## config.mk

```make
export PLATFORM = sky130hd
export DESIGN_NAME = mutex_with_waiter_handoff_unit
export DESIGN_NICKNAME = d
export VERILOG_FILES = /design/src/rtl/mwh_pkg.sv /design/src/rtl/mwh_core.sv /design/src/rtl/mutex_with_waiter_handoff_unit.sv
export SDC_FILE = /design/constraint.sdc
export NUM_CORES = 1
export LEC_CHECK = 0
export ABC_CLOCK_PERIOD_IN_PS = 3400
export BUFFER_PORTS_ARGS = -buffer_cell sky130_fd_sc_hd__buf_2
export CORE_UTILIZATION = 50
export DETAILED_ROUTE_END_ITERATION = 7
export GPL_ROUTABILITY_DRIVEN = 0
export PLACE_DENSITY = 0.76
export SYNTH_ARGS = -nofsm -noshare
export SYNTH_HDL_FRONTEND = slang
export SYNTH_SLANG_ARGS = --single-unit
```

## constraint.sdc

```tcl
create_clock -name i_clk -period 3.4 [get_ports i_clk]
set_input_delay 0.34 -clock i_clk [delete_from_list [all_inputs] [get_ports i_clk]]
set_output_delay 0.34 -clock i_clk [all_outputs]
set_load 0.005 [all_outputs]
```

## src/rtl/mwh_pkg.sv

```systemverilog
// shared types and constants for the mutex with waiter handoff
`default_nettype none

package mwh_pkg;

    localparam int TASK_COUNT_DEF = 4;
    localparam int ID_W           = 2;
    localparam int TICKS_W        = 32;

    typedef enum logic [2:0] {
        OP_TRY     = 3'd0,
        OP_BLOCK   = 3'd1,
        OP_TIMED   = 3'd2,
        OP_RELEASE = 3'd3,
        OP_RESUME  = 3'd4
    } t_op;

    typedef enum logic [2:0] {
        ST_GRANTED   = 3'd0,
        ST_FAILED    = 3'd1,
        ST_BLOCKED   = 3'd2,
        ST_FREED     = 3'd3,
        ST_NOT_OWNER = 3'd4,
        ST_HANDED    = 3'd5
    } t_status;

    typedef enum logic [1:0] {
        TM_NONE  = 2'd0,
        TM_ARM   = 2'd1,
        TM_CLEAR = 2'd2
    } t_timer;

    typedef struct packed {
        t_status             status;
        logic                wake_valid;
        logic [ID_W-1:0]     wake_task;
        logic                yield_request;
        t_timer              timer_action;
        logic [TICKS_W-1:0]  timer_ticks;
    } t_result;

endpackage

`default_nettype wire

```

## src/rtl/mwh_core.sv

```systemverilog
// mutex state (lock, owner, waiter mask) and per-request decision logic
`default_nettype none

module mwh_core #(
    parameter int TASK_COUNT = mwh_pkg::TASK_COUNT_DEF
) (
    input  wire logic                         i_clk,
    input  wire logic                         i_rst_n,
    input  wire logic                         i_fire,
    input  wire logic [2:0]                   i_operation,
    input  wire logic [mwh_pkg::ID_W-1:0]     i_task_id,
    input  wire logic [mwh_pkg::TICKS_W-1:0]  i_timeout_ticks,
    output mwh_pkg::t_result                  o_result
);

    import mwh_pkg::*;

    logic                  r_locked;
    logic [ID_W-1:0]       r_owner;
    logic [TASK_COUNT-1:0] r_waiting;

    logic                  n_locked;
    logic [ID_W-1:0]       n_owner;
    logic [TASK_COUNT-1:0] n_waiting;

    t_op                   op;
    t_result               res;
    logic                  tid_ok;
    logic [TASK_COUNT-1:0] tid_oh;
    logic [TASK_COUNT-1:0] pick_oh;
    logic [ID_W-1:0]       pick_idx;

    assign op     = t_op'(i_operation);
    assign tid_ok = int'(i_task_id) < TASK_COUNT;

    // lowest set waiter bit isolated, then encoded
    assign pick_oh = r_waiting & (~r_waiting + TASK_COUNT'(1));

    always_comb begin
        pick_idx = '0;
        for (int i = 0; i < TASK_COUNT; i++) begin
            tid_oh[i] = (int'(i_task_id) == i);
            if (pick_oh[i]) begin
                pick_idx = pick_idx | ID_W'(i);
            end
        end
    end

    always_comb begin
        n_locked  = r_locked;
        n_owner   = r_owner;
        n_waiting = r_waiting;
        res       = '{status: ST_FAILED, wake_valid: 1'b0, wake_task: '0,
                      yield_request: 1'b0, timer_action: TM_NONE, timer_ticks: '0};
        if (!tid_ok) begin
            res.status = (op == OP_RELEASE) ? ST_NOT_OWNER : ST_FAILED;
        end else begin
            case (op)
                OP_TRY, OP_BLOCK, OP_TIMED: begin
                    if (!r_locked) begin
                        n_locked   = 1'b1;
                        n_owner    = i_task_id;
                        res.status = ST_GRANTED;
                    end else if (op == OP_TRY) begin
                        res.status = ST_FAILED;
                    end else if (op == OP_TIMED && i_timeout_ticks == '0) begin
                        res.status = ST_FAILED;
                    end else begin
                        n_waiting         = r_waiting | tid_oh;
                        res.status        = ST_BLOCKED;
                        res.yield_request = 1'b1;
                        if (op == OP_TIMED) begin
                            res.timer_action = TM_ARM;
                            res.timer_ticks  = i_timeout_ticks;
                        end
                    end
                end
                OP_RELEASE: begin
                    if (!r_locked || r_owner != i_task_id) begin
                        res.status = ST_NOT_OWNER;
                    end else if (|r_waiting) begin
                        // direct handoff to the lowest-numbered waiter
                        n_waiting         = r_waiting & ~pick_oh;
                        n_owner           = pick_idx;
                        res.status        = ST_HANDED;
                        res.wake_valid    = 1'b1;
                        res.wake_task     = pick_idx;
                        res.yield_request = 1'b1;
                    end else begin
                        n_locked   = 1'b0;
                        n_owner    = '0;
                        res.status = ST_FREED;
                    end
                end
                OP_RESUME: begin
                    if (r_locked && r_owner == i_task_id) begin
                        res.status       = ST_GRANTED;
                        res.timer_action = TM_CLEAR;
                    end else begin
                        n_waiting  = r_waiting & ~tid_oh;
                        res.status = ST_FAILED;
                    end
                end
                default: begin
                    res.status = ST_FAILED;
                end
            endcase
        end
    end

    assign o_result = res;

    always_ff @(posedge i_clk) begin
        if (!i_rst_n) begin
            r_locked  <= 1'b0;
            r_owner   <= '0;
            r_waiting <= '0;
        end else if (i_fire) begin
            r_locked  <= n_locked;
            r_owner   <= n_owner;
            r_waiting <= n_waiting;
        end
    end

`ifndef SYNTHESIS
    // waiters only exist behind a held lock
    a_free_no_waiters: assert property (@(posedge i_clk) disable iff (!i_rst_n)
        !r_locked |-> r_waiting == '0)
        else $error("waiter mask set while mutex is free");

    a_handoff_owner: assert property (@(posedge i_clk) disable iff (!i_rst_n)
        i_fire && res.wake_valid |=> r_locked && r_owner == $past(res.wake_task))
        else $error("handed-over task is not the new owner");

    a_handoff_clears_waiter: assert property (@(posedge i_clk) disable iff (!i_rst_n)
        i_fire && res.wake_valid |=> (r_waiting & $past(pick_oh)) == '0)
        else $error("woken task still marked as waiting");

    a_arm_nonzero: assert property (@(posedge i_clk) disable iff (!i_rst_n)
        i_fire && res.timer_action == TM_ARM |-> res.timer_ticks != '0)
        else $error("countdown armed with zero ticks");
`endif

endmodule

`default_nettype wire

```

## src/rtl/mutex_with_waiter_handoff_unit.sv

```systemverilog
// mutex with waiter handoff: input register, decision core, result register
// Usage:
//   request channel: i_in_valid / o_in_stall with i_operation, i_task_id and
//   i_timeout_ticks; a request transfers on a rising edge with valid high and
//   stall low.
//   result channel: o_out_valid / i_out_stall with status, wake, yield and timer
//   fields; exactly one result per request, in request order.
// Timing:
//   a request is registered in the input register at its transfer, decided
//   against the current mutex state once it can leave that register, and its
//   result is registered in the result register, from which it can transfer.
//   One request per cycle is sustained while i_out_stall is low; the single
//   decision stage updates lock, owner and waiter mask as each request leaves
//   the input register.
// Reset:
//   mutex is free, no owner, no waiters, both pipeline stages empty.
// Stall:
//   while i_out_stall holds a waiting result, the input register still takes one
//   request; after that o_in_stall rises until the result transfers.
`default_nettype none

module mutex_with_waiter_handoff_unit #(
    parameter int TASK_COUNT = mwh_pkg::TASK_COUNT_DEF
) (
    input  wire logic                         i_clk,
    input  wire logic                         i_rst_n,
    input  wire logic                         i_in_valid,
    output      logic                         o_in_stall,
    input  wire logic [2:0]                   i_operation,
    input  wire logic [mwh_pkg::ID_W-1:0]     i_task_id,
    input  wire logic [mwh_pkg::TICKS_W-1:0]  i_timeout_ticks,
    output      logic                         o_out_valid,
    input  wire logic                         i_out_stall,
    output      logic [2:0]                   o_status,
    output      logic                         o_wake_valid,
    output      logic [mwh_pkg::ID_W-1:0]     o_wake_task,
    output      logic                         o_yield_request,
    output      logic [1:0]                   o_timer_action,
    output      logic [mwh_pkg::TICKS_W-1:0]  o_timer_ticks
);

    import mwh_pkg::*;

    logic                r_in_valid;
    logic [2:0]          r_op;
    logic [ID_W-1:0]     r_tid;
    logic [TICKS_W-1:0]  r_ticks;
    logic                r_out_valid;
    t_result             r_res;

    logic                advance;
    logic                fire;
    t_result             core_res;

    assign advance    = !r_out_valid || !i_out_stall;
    assign fire       = r_in_valid && advance;
    assign o_in_stall = r_in_valid && !advance;

    mwh_core #(
        .TASK_COUNT (TASK_COUNT)
    ) u_core (
        .i_clk           (i_clk),
        .i_rst_n         (i_rst_n),
        .i_fire          (fire),
        .i_operation     (r_op),
        .i_task_id       (r_tid),
        .i_timeout_ticks (r_ticks),
        .o_result        (core_res)
    );

    always_ff @(posedge i_clk) begin
        if (!i_rst_n) begin
            r_in_valid  <= 1'b0;
            r_out_valid <= 1'b0;
        end else begin
            if (!o_in_stall) begin
                r_in_valid <= i_in_valid;
            end
            if (advance) begin
                r_out_valid <= r_in_valid;
            end
        end
    end

    always_ff @(posedge i_clk) begin
        if (i_in_valid && !o_in_stall) begin
            r_op    <= i_operation;
            r_tid   <= i_task_id;
            r_ticks <= i_timeout_ticks;
        end
        if (fire) begin
            r_res <= core_res;
        end
    end

    assign o_out_valid     = r_out_valid;
    assign o_status        = r_res.status;
    assign o_wake_valid    = r_res.wake_valid;
    assign o_wake_task     = r_res.wake_task;
    assign o_yield_request = r_res.yield_request;
    assign o_timer_action  = r_res.timer_action;
    assign o_timer_ticks   = r_res.timer_ticks;

endmodule

`default_nettype wire
```

==> results by group <==
Die
  • Overall die width: 83.1 um
  • Std-Cell Rows: 29
  • Die Span Y: 83.1 um
  • Floorplan die area: 6900 um2
  • Core Region: 6350 um2
  • Ports placed on the boundary: 84
  • Initial cell density of the core: 0.517

Timing
  • Unrepaired setup endpoints after global routing: no
  • Final cycle utilization of the critical path: 0.669
  • Final worst setup slack: 1.13 ns
  • Max-slew headroom: 0.328
  • Actual transition at the worst max-transition pin: 1.01 ns
  • Number of pins exceeding their max-slew limit in the final report: 0
  • Post-layout minimum cycle time: 2.27 ns
  • Worst-case hold slack: 0.162 ns
  • Number of hold violations in the final report: 0
  • Clock tree skew after final layout: 0.00897 ns
  • Maximum clock rate: 0.440 GHz
  • Number of setup violations in the final report: 0
  • Accumulated negative setup slack: 0 ns

Global routing
  • Global route total overflow: 0
  • Wire length of the first global-routing pass: 9200 um
  • Vias in the first global route: 1957
  • Initial antenna violation count: 0
  • Pin count of the biggest net entering global routing: 42
  • Total global routing track utilization: 0.177

Final layout
  • Register Area: 2520 um2
  • Number of fill cells: 475
  • Synth-to-Final Area Change: 21.1%
  • Number of antenna diodes: 0
  • Area occupied by multi-input gates: 714 um2
  • Most used cells in the layout excluding fill and tap cells: buf_2 (83), edfxtp_1 (78), and2_1 (33)
  • Share of final-layout standard cells stronger than drive strength 1: 0.333
  • Post-layout nets: 348
  • Most common library cell in the layout ignoring fill and taps: buf_2

Power
  • Pwr dens: 510 nW/um2
  • Static Leakage: 1.61 nW
  • Worst voltage drop across the vdd grid: 302 uV

Worst setup path
  • Crit. End Element: flip-flop
  • Cell family contributing the most delay on the critical path: simple AND/OR/NAND/NOR gates
  • Reg-to-reg critical path startpoint: r_ticks[16]$_DFFE_PP_
  • R2r worst-path depth: 6
  • Critical Path Fanout Max: 21
  • Slowest Stage Delay on Critical Path: 0.42 ns
  • Start-to-end type of the worst setup path: flip-flop to flip-flop
  • Count of buffer and inverter cells on the critical path: 1
  • Worst flop-to-flop path endpoint: o_timer_ticks[21]$_SDFFCE_PP0P_
  • Critical path arrival: 2.38 ns
  • WP data required: 3.51 ns
  • Cell with the largest stage delay on the worst path: nor4_1
  • Register-to-register setup slack: 1.13 ns
  • Critical path startpoint category: flip-flop
  • Crit-path cells: nor4_1 > nand4_1 > o21ai_0 > nor2_1 > buf_4 > and2_1

Yosys
  • Syn nets: 260
  • Sequential-to-total area share from yosys stat: 0.768
  • Count of different cell masters after synthesis: 32
  • Average footprint of a synthesized cell: 15.0 um2
  • Syn. warnings: 0
  • Flops & latches, synth: 87
  • Number of cells produced by synthesis: 219
  • Summed instance area of the synthesized netlist: 3290 um2

Clock tree
  • Clk sinks: 87
  • H-tree levels: 3
  • Number of buffers inserted during clock tree synthesis: 9
  • Post-cts sizing count: 0
  • Maximum clock insertion buffer count: 2
  • Buffer cell driving the clock tree root: clkbuf_8
  • CTS tree: yes
  • Number of buffers added to fix hold violations after cts: 0
  • Clock insertion delay at the later pin of the skew report: 0.35 ns
  • Number of setup buffers added after CTS: 0
  • Clock transition at the register clock pins on the worst setup and hold paths after CTS: 0.09 ns

Worst hold path
  • WHS Path Cells: 1
  • Worst min-delay path class: input port to flip-flop
  • Start point of the worst hold path: i_timeout_ticks[31]
  • End point of the worst hold path: r_ticks[31]$_DFFE_PP_

Detailed routing
  • Post-route DRC: 0
  • Number of iterations in the first detailed-routing pass: 4
  • Overall routed net length: 5740 um
  • Post-DR wirelength/cell: 14.8 um
  • Starting DRT DRC Count: 99
  • Post-route ant nets: 0
  • Avg Vias per Cell: 5.25
  • Via Count: 2044

Place
  • Pre-CTS worst setup slack: 1.16 ns
  • Half-perimeter wire length after detailed placement: 3980 um
  • Port Buf Inserts: 83

Run status
  • Result of the run: completed

Job
  • Max Cap Violations: 0
worst register-to-register path, cell delays in order (launching register included):
cell and delay (ns):
edfxtp_1 0.39, nor4_1 0.42, nand4_1 0.22, o21ai_0 0.35
nor2_1 0.23, buf_4 0.25, and2_1 0.18
layout make-up:
cell class              count  area share
repair buffers             85       0.108
well taps                  77      0.0242
inverters                   7     0.00660
clock inverters             5      0.0145
flip-flops and latches     87       0.634
clock buffers              11      0.0330
multi-input cells         117       0.180
metal layers:
metal	global-route usage	part of all wire	vias to the layer above
met3	0.0417	0.054	8
met2	0.302	0.52	76
li1	-	-	991
met1	0.208	0.42	969
met5	0	0	-
met4	0.0956	0.015	0
power by group:
group,switching [W],internal (W)
sequential,0.0000245,0.00121
clock,0.000353,0.000341
combinational,0.0000550,0.0000438
total,0.000432,0.00160
sequential cells by signal (all words and copies together) (netlist names):
name,cells
r_ticks,32
r_in_valid,1
r_op,3
o_status,3
o_yield_request,1
o_timer_action,2
o_out_valid,1
o_wake_task,2
u_core.r_waiting,4
o_timer_ticks,32
o_wake_valid,1
r_tid,2
u_core.r_owner,2
u_core.r_locked,1
cell families after synthesis:
| group | share of synthesized area |
|---|---|
| XOR/XNOR | 0.00533 |
| AO/OA/AOI/OAI | 0.0590 |
| multiplexers | 0.00914 |
| AND/OR/NAND/NOR | 0.142 |
| buffers and inverters | 0.0171 |
| flip-flops | 0.768 |
synth_stat cells, drive strengths merged:
library cell / number / area share
or4: 1 / 0.0034
and2: 33 / 0.063
nand2: 8 / 0.0091
dfxtp: 9 / 0.055
a41o: 2 / 0.0061
nand2b: 3 / 0.0057
nand4: 2 / 0.0038
mux2i: 3 / 0.0091
nor3: 4 / 0.0061
a31oi: 2 / 0.0038
nand3: 2 / 0.0030
a21oi: 7 / 0.011
a32oi: 3 / 0.010
o32ai: 1 / 0.0027
a311oi: 1 / 0.0027
nand3b: 1 / 0.0023
or3b: 1 / 0.0027
o21ai: 5 / 0.0076
clkbuf: 8 / 0.0091
nor4: 8 / 0.015
and3: 1 / 0.0019
inv: 7 / 0.0080
nor2b: 2 / 0.0038
xnor2: 2 / 0.0053
a21bo: 1 / 0.0030
a22o: 1 / 0.0030
nor2: 19 / 0.022
o31ai: 1 / 0.0023
a22oi: 1 / 0.0023
a211oi: 2 / 0.0046
edfxtp: 78 / 0.71
stage by stage:
step | area, um2 | total power, W | cells | utilization
2_1_floorplan | 3290 | 0.00130 | 219 | -
3_3_place_gp | 3790 | 0.00136 | 373 | 0.597
3_5_place_dp | 3790 | 0.00136 | 373 | 0.597
4_1_cts | 3980 | 0.00204 | 389 | 0.627
5_1_grt | 3980 | 0.00210 | 389 | 0.627
6_report | 3980 | 0.00203 | 389 | 0.627
worst max path at each step:
| stage | start | to | depth (start not counted) |
|---|---|---|---|
| floorplan | i_out_stall | r_op[0]$_DFFE_PP_ | 2 |
| global placement | r_ticks[19]$_DFFE_PP_ | o_timer_ticks[31]$_SDFFCE_PP0P_ | 6 |
| detailed placement | r_ticks[16]$_DFFE_PP_ | o_timer_ticks[21]$_SDFFCE_PP0P_ | 6 |
| CTS | r_ticks[16]$_DFFE_PP_ | o_timer_ticks[21]$_SDFFCE_PP0P_ | 6 |
| global route | r_ticks[6]$_DFFE_PP_ | o_timer_ticks[21]$_SDFFCE_PP0P_ | 6 |
| finish | r_ticks[16]$_DFFE_PP_ | o_timer_ticks[21]$_SDFFCE_PP0P_ | 6 |
No activity file was read; power rests on OpenSTA's default activity.
